### src/hdl/hsv_window_pixel_mask_core_macros.svh
// Assertion macros shared by the HSV window pixel mask RTL.
`ifndef HSV_WINDOW_PIXEL_MASK_CORE_MACROS_SVH
`define HSV_WINDOW_PIXEL_MASK_CORE_MACROS_SVH

// Same-cycle implication, disabled while reset is high.
`define HWPM_ASSERT_IMPL(label, clk, rst, ante, cons) \
   label: assert property (@(posedge clk) disable iff (rst) (ante) |-> (cons)) \
      else $error("hwpm: same-cycle check failed");

// Next-cycle implication, disabled while reset is high.
`define HWPM_ASSERT_NEXT(label, clk, rst, ante, cons) \
   label: assert property (@(posedge clk) disable iff (rst) (ante) |=> (cons)) \
      else $error("hwpm: next-cycle check failed");

`endif

### src/hdl/hwpm_pkg.sv
// Types and constants of the HSV window pixel mask.
package hwpm_pkg;

   localparam int PIX_W   = 8;
   localparam int HUE_W   = 9;
   localparam int CSR_W   = 9;
   localparam int DIV_DW  = 8;
   localparam int DIV_QW  = 8;

   localparam logic [CSR_W-1:0] HUE_LOW_RST  = 9'd0;
   localparam logic [CSR_W-1:0] HUE_HIGH_RST = 9'd30;
   localparam logic [CSR_W-1:0] SAT_LOW_RST  = 9'd60;
   localparam logic [CSR_W-1:0] SAT_HIGH_RST = 9'd250;
   localparam logic [CSR_W-1:0] VAL_LOW_RST  = 9'd100;
   localparam logic [CSR_W-1:0] VAL_HIGH_RST = 9'd220;

   localparam logic [10:0] HUE_OFS_RED   = 11'd0;
   localparam logic [10:0] HUE_OFS_GREEN = 11'd120;
   localparam logic [10:0] HUE_OFS_BLUE  = 11'd240;
   localparam logic [10:0] HUE_FULL      = 11'd360;

   typedef enum logic [2:0] {
      CSR_HUE_LOW  = 3'd0,
      CSR_HUE_HIGH = 3'd1,
      CSR_SAT_LOW  = 3'd2,
      CSR_SAT_HIGH = 3'd3,
      CSR_VAL_LOW  = 3'd4,
      CSR_VAL_HIGH = 3'd5
   } csr_index_type;

   typedef enum logic [1:0] {
      SECTOR_RED   = 2'd0,
      SECTOR_GREEN = 2'd1,
      SECTOR_BLUE  = 2'd2
   } hue_sector_type;

   typedef struct packed {
      logic [PIX_W-1:0] red_in;
      logic [PIX_W-1:0] green_in;
      logic [PIX_W-1:0] blue_in;
   } req_type;

   typedef struct packed {
      logic [PIX_W-1:0] red_out;
      logic [PIX_W-1:0] green_out;
      logic [PIX_W-1:0] blue_out;
      logic             in_region;
      logic [HUE_W-1:0] hue;
      logic [PIX_W-1:0] saturation;
      logic [PIX_W-1:0] brightness;
   } rsp_type;

   // Context that rides along the hue divider.
   typedef struct packed {
      req_type          pixel;
      logic [PIX_W-1:0] max_val;
      hue_sector_type   sector;
      logic             neg;
      logic             grey;
   } hue_side_type;

endpackage

### src/hdl/hsv_window_pixel_mask_core.sv
// Top level of the HSV window pixel mask: RGB to HSV, window test, pixel gate.
//
// One RGB pixel enters per clock and one result leaves per clock. A request
// is taken on any rising edge with start high and busy low; busy is high
// only during reset. The pipeline has no back-pressure: each result is
// shown on rsp_data for exactly one cycle, marked by rsp_valid, and the
// receiver must take it then. The pipeline is made of the two 8-stage
// pipelined dividers (hue and saturation) that run side by side, plus one
// stage each for input capture, max/min, scaling, hue/sat assembly and the
// window compare. The six window registers are written through the csr_
// channel, which is always ready; write them only while no pixel is in
// flight, since the compare stage reads them live. Indices above the
// register list are ignored. Windows are open: a component passes only
// when strictly above its low bound and strictly below its high bound.
// A grey pixel reports hue 0 and a black pixel reports saturation 0.
module hsv_window_pixel_mask_core
   import hwpm_pkg::*;
(
   input  logic             clock,
   input  logic             reset,
   input  logic             start,
   output logic             busy,
   input  req_type          req_pixel,
   output logic             rsp_valid,
   output rsp_type          rsp_data,
   input  logic             csr_valid,
   output logic             csr_ready,
   input  logic [2:0]       csr_index,
   input  logic [CSR_W-1:0] csr_data
);

`include "hsv_window_pixel_mask_core_macros.svh"

   localparam int NUM_W = DIV_DW + DIV_QW;
   localparam int HSW   = $bits(hue_side_type);

   // ------------------------------------------------------------------
   // Window registers
   // ------------------------------------------------------------------
   logic [CSR_W-1:0] hue_low_ff, hue_high_ff, sat_low_ff, sat_high_ff;
   logic [CSR_W-1:0] val_low_ff, val_high_ff;

   assign busy      = reset;
   assign csr_ready = 1'b1;

   always_ff @(posedge clock) begin
      if (reset) begin
         hue_low_ff  <= HUE_LOW_RST;
         hue_high_ff <= HUE_HIGH_RST;
         sat_low_ff  <= SAT_LOW_RST;
         sat_high_ff <= SAT_HIGH_RST;
         val_low_ff  <= VAL_LOW_RST;
         val_high_ff <= VAL_HIGH_RST;
      end else if (csr_valid && csr_ready) begin
         case (csr_index)
            CSR_HUE_LOW:  hue_low_ff  <= csr_data;
            CSR_HUE_HIGH: hue_high_ff <= csr_data;
            CSR_SAT_LOW:  sat_low_ff  <= csr_data;
            CSR_SAT_HIGH: sat_high_ff <= csr_data;
            CSR_VAL_LOW:  val_low_ff  <= csr_data;
            CSR_VAL_HIGH: val_high_ff <= csr_data;
            default: ;  // out of range: drop the write
         endcase
      end
   end

   // ------------------------------------------------------------------
   // Stage 1: capture the request
   // ------------------------------------------------------------------
   logic    p1_valid_ff;
   req_type p1_pix_ff;

   always_ff @(posedge clock) begin
      if (reset) begin
         p1_valid_ff <= 1'b0;
      end else begin
         p1_valid_ff <= start && !busy;
      end
   end

   always_ff @(posedge clock) begin
      p1_pix_ff <= req_pixel;
   end

   // ------------------------------------------------------------------
   // Stage 2: max, min, sector and signed hue numerator
   // ------------------------------------------------------------------
   logic             p2_valid_ff;
   hue_side_type     p2_side_ff,  p2_side_in;
   logic [PIX_W-1:0] p2_mag_ff,   p2_mag_in;
   logic [PIX_W-1:0] p2_diff_ff,  p2_diff_in;

   always_comb begin
      logic [PIX_W-1:0] r, g, b, mx, mn, pa, pb;
      r = p1_pix_ff.red_in;
      g = p1_pix_ff.green_in;
      b = p1_pix_ff.blue_in;
      // Ties go to red first, then green.
      if (r >= g && r >= b) begin
         mx = r;
         pa = g;
         pb = b;
         p2_side_in.sector = SECTOR_RED;
      end else if (g >= b) begin
         mx = g;
         pa = b;
         pb = r;
         p2_side_in.sector = SECTOR_GREEN;
      end else begin
         mx = b;
         pa = r;
         pb = g;
         p2_side_in.sector = SECTOR_BLUE;
      end
      mn = (r < g) ? ((r < b) ? r : b) : ((g < b) ? g : b);
      p2_side_in.pixel   = p1_pix_ff;
      p2_side_in.max_val = mx;
      p2_side_in.neg     = (pa < pb);
      p2_side_in.grey    = (mx == mn);
      p2_mag_in          = (pa < pb) ? (pb - pa) : (pa - pb);
      p2_diff_in         = mx - mn;
   end

   always_ff @(posedge clock) begin
      if (reset) begin
         p2_valid_ff <= 1'b0;
      end else begin
         p2_valid_ff <= p1_valid_ff;
      end
   end

   always_ff @(posedge clock) begin
      p2_side_ff <= p2_side_in;
      p2_mag_ff  <= p2_mag_in;
      p2_diff_ff <= p2_diff_in;
   end

   // ------------------------------------------------------------------
   // Stage 3: scale numerators (60 * |n| and 255 * diff)
   // ------------------------------------------------------------------
   logic             p3_valid_ff;
   hue_side_type     p3_side_ff;
   logic [NUM_W-1:0] p3_hnum_ff, p3_hnum_in;
   logic [NUM_W-1:0] p3_snum_ff, p3_snum_in;
   logic [PIX_W-1:0] p3_diff_ff;

   always_comb begin
      logic [NUM_W-1:0] mag_x, diff_x;
      mag_x      = NUM_W'(p2_mag_ff);
      diff_x     = NUM_W'(p2_diff_ff);
      p3_hnum_in = (mag_x << 6) - (mag_x << 2);
      p3_snum_in = (diff_x << 8) - diff_x;
   end

   always_ff @(posedge clock) begin
      if (reset) begin
         p3_valid_ff <= 1'b0;
      end else begin
         p3_valid_ff <= p2_valid_ff;
      end
   end

   always_ff @(posedge clock) begin
      p3_side_ff <= p2_side_ff;
      p3_hnum_ff <= p3_hnum_in;
      p3_snum_ff <= p3_snum_in;
      p3_diff_ff <= p2_diff_ff;
   end

   // ------------------------------------------------------------------
   // Stages 4..11: hue and saturation dividers in lockstep
   // ------------------------------------------------------------------
   logic              hue_dv_valid, sat_dv_valid;
   logic [DIV_QW-1:0] hue_q, sat_q;
   logic [HSW-1:0]    hue_side_bits;
   logic [0:0]        sat_side_bits;
   hue_side_type      dv_side;

   hwpm_div #(
      .DW (DIV_DW),
      .QW (DIV_QW),
      .SW (HSW)
   ) u_hue_div (
      .clock     (clock),
      .reset     (reset),
      .in_valid  (p3_valid_ff),
      .dividend  (p3_hnum_ff),
      .divisor   (p3_diff_ff),
      .side_in   (HSW'(p3_side_ff)),
      .out_valid (hue_dv_valid),
      .quotient  (hue_q),
      .side_out  (hue_side_bits)
   );

   // A zero max only occurs for black; flag it so saturation can be forced.
   hwpm_div #(
      .DW (DIV_DW),
      .QW (DIV_QW),
      .SW (1)
   ) u_sat_div (
      .clock     (clock),
      .reset     (reset),
      .in_valid  (p3_valid_ff),
      .dividend  (p3_snum_ff),
      .divisor   (p3_side_ff.max_val),
      .side_in   (p3_side_ff.max_val == '0),
      .out_valid (sat_dv_valid),
      .quotient  (sat_q),
      .side_out  (sat_side_bits)
   );

   assign dv_side = hue_side_type'(hue_side_bits);

   // ------------------------------------------------------------------
   // Stage 12: assemble hue and saturation
   // ------------------------------------------------------------------
   logic             p4_valid_ff;
   req_type          p4_pix_ff;
   logic [HUE_W-1:0] p4_hue_ff, p4_hue_in;
   logic [PIX_W-1:0] p4_sat_ff, p4_sat_in;
   logic [PIX_W-1:0] p4_val_ff;

   always_comb begin
      logic [10:0] ofs, qx, hsum;
      case (dv_side.sector)
         SECTOR_RED:   ofs = HUE_OFS_RED;
         SECTOR_GREEN: ofs = HUE_OFS_GREEN;
         SECTOR_BLUE:  ofs = HUE_OFS_BLUE;
         default:      ofs = HUE_OFS_RED;
      endcase
      qx   = 11'(hue_q);
      hsum = dv_side.neg ? (ofs - qx) : (ofs + qx);
      // Wrap a negative hue (red sector, blue above green) into range.
      if (hsum[10]) begin
         hsum = hsum + HUE_FULL;
      end
      p4_hue_in = dv_side.grey ? '0 : hsum[HUE_W-1:0];
      p4_sat_in = sat_side_bits[0] ? '0 : sat_q;
   end

   always_ff @(posedge clock) begin
      if (reset) begin
         p4_valid_ff <= 1'b0;
      end else begin
         p4_valid_ff <= hue_dv_valid;
      end
   end

   always_ff @(posedge clock) begin
      p4_pix_ff <= dv_side.pixel;
      p4_hue_ff <= p4_hue_in;
      p4_sat_ff <= p4_sat_in;
      p4_val_ff <= dv_side.max_val;
   end

   // ------------------------------------------------------------------
   // Stage 13: window compare, gate the pixel, drive the response
   // ------------------------------------------------------------------
   logic    rsp_valid_ff;
   rsp_type rsp_data_ff, rsp_data_in;

   always_comb begin
      logic [CSR_W-1:0] sat_x, val_x;
      logic             pass;
      sat_x = CSR_W'(p4_sat_ff);
      val_x = CSR_W'(p4_val_ff);
      pass  = (hue_low_ff < p4_hue_ff) && (p4_hue_ff < hue_high_ff) &&
              (sat_low_ff < sat_x)     && (sat_x < sat_high_ff) &&
              (val_low_ff < val_x)     && (val_x < val_high_ff);
      rsp_data_in.red_out    = pass ? p4_pix_ff.red_in   : '0;
      rsp_data_in.green_out  = pass ? p4_pix_ff.green_in : '0;
      rsp_data_in.blue_out   = pass ? p4_pix_ff.blue_in  : '0;
      rsp_data_in.in_region  = pass;
      rsp_data_in.hue        = p4_hue_ff;
      rsp_data_in.saturation = p4_sat_ff;
      rsp_data_in.brightness = p4_val_ff;
   end

   always_ff @(posedge clock) begin
      if (reset) begin
         rsp_valid_ff <= 1'b0;
      end else begin
         rsp_valid_ff <= p4_valid_ff;
      end
   end

   always_ff @(posedge clock) begin
      rsp_data_ff <= rsp_data_in;
   end

   assign rsp_valid = rsp_valid_ff;
   assign rsp_data  = rsp_data_ff;

   // ------------------------------------------------------------------
   // Checks
   // ------------------------------------------------------------------
   `HWPM_ASSERT_IMPL(a_div_lockstep_hs, clock, reset, hue_dv_valid, sat_dv_valid)
   `HWPM_ASSERT_IMPL(a_div_lockstep_sh, clock, reset, sat_dv_valid, hue_dv_valid)
   `HWPM_ASSERT_NEXT(a_hue_range, clock, reset, p4_valid_ff, rsp_data.hue < 9'd360)
   `HWPM_ASSERT_IMPL(a_masked_black, clock, reset, rsp_valid && !rsp_data.in_region, rsp_data.red_out == 8'd0 && rsp_data.green_out == 8'd0 && rsp_data.blue_out == 8'd0)

endmodule

### src/hdl/hwpm_div.sv
// Pipelined restoring divider, one quotient bit per stage, with sideband.
module hwpm_div
   import hwpm_pkg::*;
#(
   parameter int DW = DIV_DW,
   parameter int QW = DIV_QW,
   parameter int SW = 1
) (
   input  logic                clock,
   input  logic                reset,
   input  logic                in_valid,
   input  logic [DW+QW-1:0]    dividend,
   input  logic [DW-1:0]       divisor,
   input  logic [SW-1:0]       side_in,
   output logic                out_valid,
   output logic [QW-1:0]       quotient,
   output logic [SW-1:0]       side_out
);

   localparam int NW = DW + QW;

   // Caller guarantees dividend[NW-1:QW] < divisor, so the quotient fits QW bits.
   wire [DW-1:0] rem_w [0:QW];
   wire [QW-1:0] lo_w  [0:QW];
   wire [QW-1:0] q_w   [0:QW];
   wire [DW-1:0] dv_w  [0:QW];
   wire [SW-1:0] sd_w  [0:QW];
   wire          vl_w  [0:QW];

   assign rem_w[0] = dividend[NW-1:QW];
   assign lo_w[0]  = dividend[QW-1:0];
   assign q_w[0]   = '0;
   assign dv_w[0]  = divisor;
   assign sd_w[0]  = side_in;
   assign vl_w[0]  = in_valid;

   for (genvar k = 0; k < QW; k++) begin : g_stage
      logic [DW:0]   trial;
      logic [DW:0]   diff;
      logic          ge;
      logic [QW-1:0] qbit;
      logic          vl_ff;
      logic [DW-1:0] rem_ff;
      logic [QW-1:0] lo_ff;
      logic [QW-1:0] q_ff;
      logic [DW-1:0] dv_ff;
      logic [SW-1:0] sd_ff;

      assign trial = {rem_w[k], lo_w[k][QW-1-k]};
      assign diff  = trial - {1'b0, dv_w[k]};
      assign ge    = (trial >= {1'b0, dv_w[k]});
      assign qbit  = {{(QW-1){1'b0}}, ge} << (QW-1-k);

      always_ff @(posedge clock) begin
         if (reset) begin
            vl_ff <= 1'b0;
         end else begin
            vl_ff <= vl_w[k];
         end
      end

      always_ff @(posedge clock) begin
         rem_ff <= ge ? diff[DW-1:0] : trial[DW-1:0];
         lo_ff  <= lo_w[k];
         q_ff   <= q_w[k] | qbit;
         dv_ff  <= dv_w[k];
         sd_ff  <= sd_w[k];
      end

      assign rem_w[k+1] = rem_ff;
      assign lo_w[k+1]  = lo_ff;
      assign q_w[k+1]   = q_ff;
      assign dv_w[k+1]  = dv_ff;
      assign sd_w[k+1]  = sd_ff;
      assign vl_w[k+1]  = vl_ff;
   end

   assign out_valid = vl_w[QW];
   assign quotient  = q_w[QW];
   assign side_out  = sd_w[QW];

endmodule
### config.mk
export PLATFORM = sky130hd
export DESIGN_NAME = hsv_window_pixel_mask_core
export DESIGN_NICKNAME = d
export VERILOG_FILES = /design/src/hdl/hwpm_pkg.sv /design/src/hdl/hsv_window_pixel_mask_core.sv /design/src/hdl/hwpm_div.sv
export VERILOG_INCLUDE_DIRS = /design/src /design/src/hdl
export SDC_FILE = /design/constraint.sdc
export NUM_CORES = 1
export LEC_CHECK = 0
export BUFFER_PORTS_ARGS = -buffer_cell sky130_fd_sc_hd__buf_4
export CORE_ASPECT_RATIO = 0.75
export CORE_MARGIN = 1
export CORE_UTILIZATION = 30
export CTS_BUF_LIST = sky130_fd_sc_hd__clkbuf_4
export DETAILED_ROUTE_END_ITERATION = 6
export GPL_TIMING_DRIVEN = 0
export PLACE_DENSITY_LB_ADDON = 0.05
export RECOVER_POWER = 50
export SYNTH_ARGS = -nofsm -noshare
export SYNTH_HDL_FRONTEND = slang
export SYNTH_SLANG_ARGS = --single-unit
### constraint.sdc
create_clock -name clock -period 6.15 [get_ports clock]
set_input_delay 0.615 -clock clock [delete_from_list [all_inputs] [get_ports clock]]
set_output_delay 0.615 -clock clock [all_outputs]
set_load 0.01 [all_outputs]
==> results.cfg <==
[drt]
firstDrtPassIters = 5
finalWirelength_um = 62300
drtIter0Drc = 716
num_vias = 18700
wire_per_inst_um = 13.9
drc = 0
viasPerCell = 4.16
ant_nets = 0

[critical_path]
cp_slowest_cell = a2111oi_1
cpPeakStageDelay_ps = 580
cp-start-kind = flop
worstPathRequired_ps = 7060
cp-end-kind = flop
worstRegToRegCells = 18
cp.arrival_ps = 6650
path_cells = inv_1, ha_1, nand2b_1, a2111oi_1, o21ai_2, clkbuf_1, a21oi_1, nor2_1, a21oi_1, ha_1, a2111oi_1, o21ai_1, nand2_2, mux2_2, a221oi_1, o21ai_0, a41o_1, xor2_1
path_max_fanout = 10
critPathTopFamily = compound AO/OA/AOI/OAI gates
startpoint = p1_pix_ff[8]$_DFF_P_
crit_type = flop to flop
reg2reg_to = p2_mag_ff[7]$_DFF_P_
critPathBufInv = 2
rr_startpoint = p1_pix_ff[8]$_DFF_P_
cp.depth = 18
r2r_slack_ps = 410
worstSetupEndpoint = p2_mag_ff[7]$_DFF_P_

[finish]
stdcell_count = 4498
drive_above_1_share = 0.166
areaGrowthSynthToFinish_pct = 19.1
nets = 3313

[clocking]
cts.sinks = 886
postCtsSetupRepairBufs = 0
path_clk_slew_ps = 60
clockRootBuffer = clkbuf_4
cts_tree = done
clkLatencyLatePin_ps = 1080
cts_buffers = 216
cts_htree_levels = 4
cts_buffer_depth = 3

[synthesis]
postSynthCellCount = 2651
yosys.area_share.adder = 0.112
synth_top_family_by_area = adder cells
synthXorXnorAreaFrac = 0.0270
ys.flop_type = dfxtp_1
synth_area_leader_cell = dfxtp_1
ys_seq_elements = 886
yosysTopAreaCellShare = 0.595
synth.distinct_cells = 65
synth_compound_area_frac = 0.0872
synth-simple-area-share = 0.0913
synth_mux_area_frac = 0.0454
synth_area_leaders = dfxtp_1 (60%), ha_1 (10%), inv_1 (3.7%)
synth_area_sq_um = 29800
ys_seq_area_frac = 0.595
async_reset_ff_frac = 0
syn-num-nets = 2946
synth_edf_count = 0
yosysWarnings = 0
syn_avg_cell_area_sq_um = 11.2

[timing]
skew_ps = 73.2
relSlewSlack = 0.135
fin_tns_setup_ps = 0
rsz0062_at_grt = false
period_needed_ps = 5740
tightest_slew_ps = 1290
hold_violations = 0
report.final.setup_viol = 0
drv_slew = 0
timing.final.crit_share = 0.934
timing.fmax_ghz = 0.174

[floorplan]
die_x_um = 366
rows = 99
initial_core_util = 0.305
io_pins = 93
core_area_sq_um = 97900
die-area_sq_um = 101000
die_h_um = 275

[run_status]
outcome = complete, no violations

[worst_hold_path]
holdCritPathClass = input port to flop

[placement]
place.gp.congestion = 0.799
portBuffers = 88
dpl.hpwl_um = 45200
dp_cells = 4052

[global_route]
grt_usage = 0.126
antenna_found_initial = 4
grt_pass1_vias = 19600
grt_overflow = 0
grt_max_degree = 17
grt_pass1_wl_um = 101000

[power_and_ir_drop]
peakVddDrop_mv = 0.173
p_leak_nw = 16.0
power_density_nw_per_um2 = 568
p_total_mw = 20.2

[job]
maxCapViolations = 0
synth_stat cells, types with 24 or more instances:
cell type / number
nand2_1: 141
nor2b_1: 74
mux2i_1: 52
inv_1: 291
ha_1: 237
xnor2_1: 68
a21o_1: 40
nor2_1: 164
nor3_1: 38
nor4_1: 30
nand2b_1: 31
a21oi_1: 110
nand4_1: 42
clkbuf_1: 35
o21a_1: 39
a21boi_0: 29
dfxtp_1: 886
o21ai_0: 101
mux2_2: 74
xor2_1: 24
cell families after synthesis:
group                    after synthesis
flip-flops                           886
AND/OR/NAND/NOR                      561
AO/OA/AOI/OAI                        400
buffers and inverters                330
adder cells (fa/ha/maj)              255
multiplexers                         126
XOR/XNOR                              92
other                                  1
cell usage in the layout (no fill, tap or decap), types with 18 or more instances in the layout:
cell           instances
dfxtp_1              886
clkbuf_4             320
inv_1                291
ha_1                 237
nor2_1               164
nand2_1              141
a21oi_1              110
o21ai_0              101
buf_4                 85
nor2b_1               74
mux2_2                74
xnor2_1               68
dlygate4sd3_1         61
mux2i_1               52
clkinv_1              43
nand4_1               42
a21o_1                40
o21a_1                39
nor3_1                38
clkbuf_1              34
nand2b_1              31
nor4_1                30
a21boi_0              29
xor2_1                24
fa_1                  18
worst register-to-register path: stages, from the launching register on:
cell and delay (ps):
dfxtp_1 510, inv_1 220, ha_1 310, nand2b_1 140
a2111oi_1 560, o21ai_2 270, clkbuf_1 300, a21oi_1 230
nor2_1 60, a21oi_1 250, ha_1 380, a2111oi_1 580
o21ai_1 280, nand2_2 290, mux2_2 430, a221oi_1 290
o21ai_0 120, a41o_1 220, xor2_1 150
worst min path at each step:
| stage | start | endpoint | slack (ps) | cells after the start |
|---|---|---|---|---|
| final | req_pixel[7] | p1_pix_ff[7]$_DFF_P_ | 240 | 2 |
| after floorplan | p2_side_ff[0]$_DFF_P_ | p3_side_ff[0]$_DFF_P_ | 310 | 0 |
| after global routing | req_pixel[7] | p1_pix_ff[7]$_DFF_P_ | 70 | 2 |
| after global placement | u_hue_div.g_stage[5].sd_ff[27]$_DFF_P_ | u_hue_div.g_stage[6].sd_ff[27]$_DFF_P_ | 310 | 0 |
| after detailed placement | p2_side_ff[20]$_DFF_P_ | p3_side_ff[20]$_DFF_P_ | 310 | 0 |
| after CTS | req_pixel[7] | p1_pix_ff[7]$_DFF_P_ | 0.3 | 2 |
power by group:
| group | internal [mW] | switching, mW | leakage (nW) |
|---|---|---|---|
| logic | 3.46 | 3.67 | 6.88 |
| registers | 7.40 | 0.830 | 7.43 |
| clock network | 2.55 | 2.25 | 1.65 |
| total | 13.4 | 6.76 | 16.0 |
state kept, by name, indices dropped and copies added, names as in the netlist, 49 cells and up:
signal                    flops
u_sat_div.g_stage.dv_ff      49
u_sat_div.g_stage.rem_ff     56
u_hue_div.g_stage.rem_ff     56
u_hue_div.g_stage.sd_ff     203
u_hue_div.g_stage.dv_ff      50
rsp_data                     50
final cells by class:
type / count / area [sq um]
clock buffer: 315 / 2360
antenna: 7 / 17.5
fill: 9778 / 62400
inverter: 291 / 1090
multi-input combinational: 1435 / 10800
clock inverter: 63 / 399
sequential: 886 / 17700
timing repair buffer: 149 / 1270
tap: 1313 / 1640
buffer: 39 / 163
what timing repair did:
item | CTS | global route
endpoints found under the setup margin | 0 | 2
hold buffers | 61 | 0
hold endpoints to repair | 91 | 0
resized for setup | 0 | 4
per-stage QoR:
stage / cell area (sq um) / hold WS, ps / utilization / setup WS [ps]
after global routing: 35500 / 69.7 / 0.363 / 25.8
after CTS: 35500 / 0.256 / 0.363 / 129
after global placement: 32100 / 310 / 0.328 / 293
after floorplan: 29800 / 310 / - / 1600
after detailed placement: 32100 / 312 / 0.328 / 193
final: 35500 / 242 / 0.363 / 405
layer usage:
| metal | global-route usage | up-vias | wire length [um] |
|---|---|---|---|
| met5 | 0 | - | 0 |
| li1 | - | 9731 | - |
| met3 | 0.0358 | 155 | 2720 |
| met1 | 0.167 | 8499 | 31600 |
| met4 | 0.0707 | 0 | 2000 |
| met2 | 0.184 | 336 | 26000 |
(Power assumes the default switching activity.)
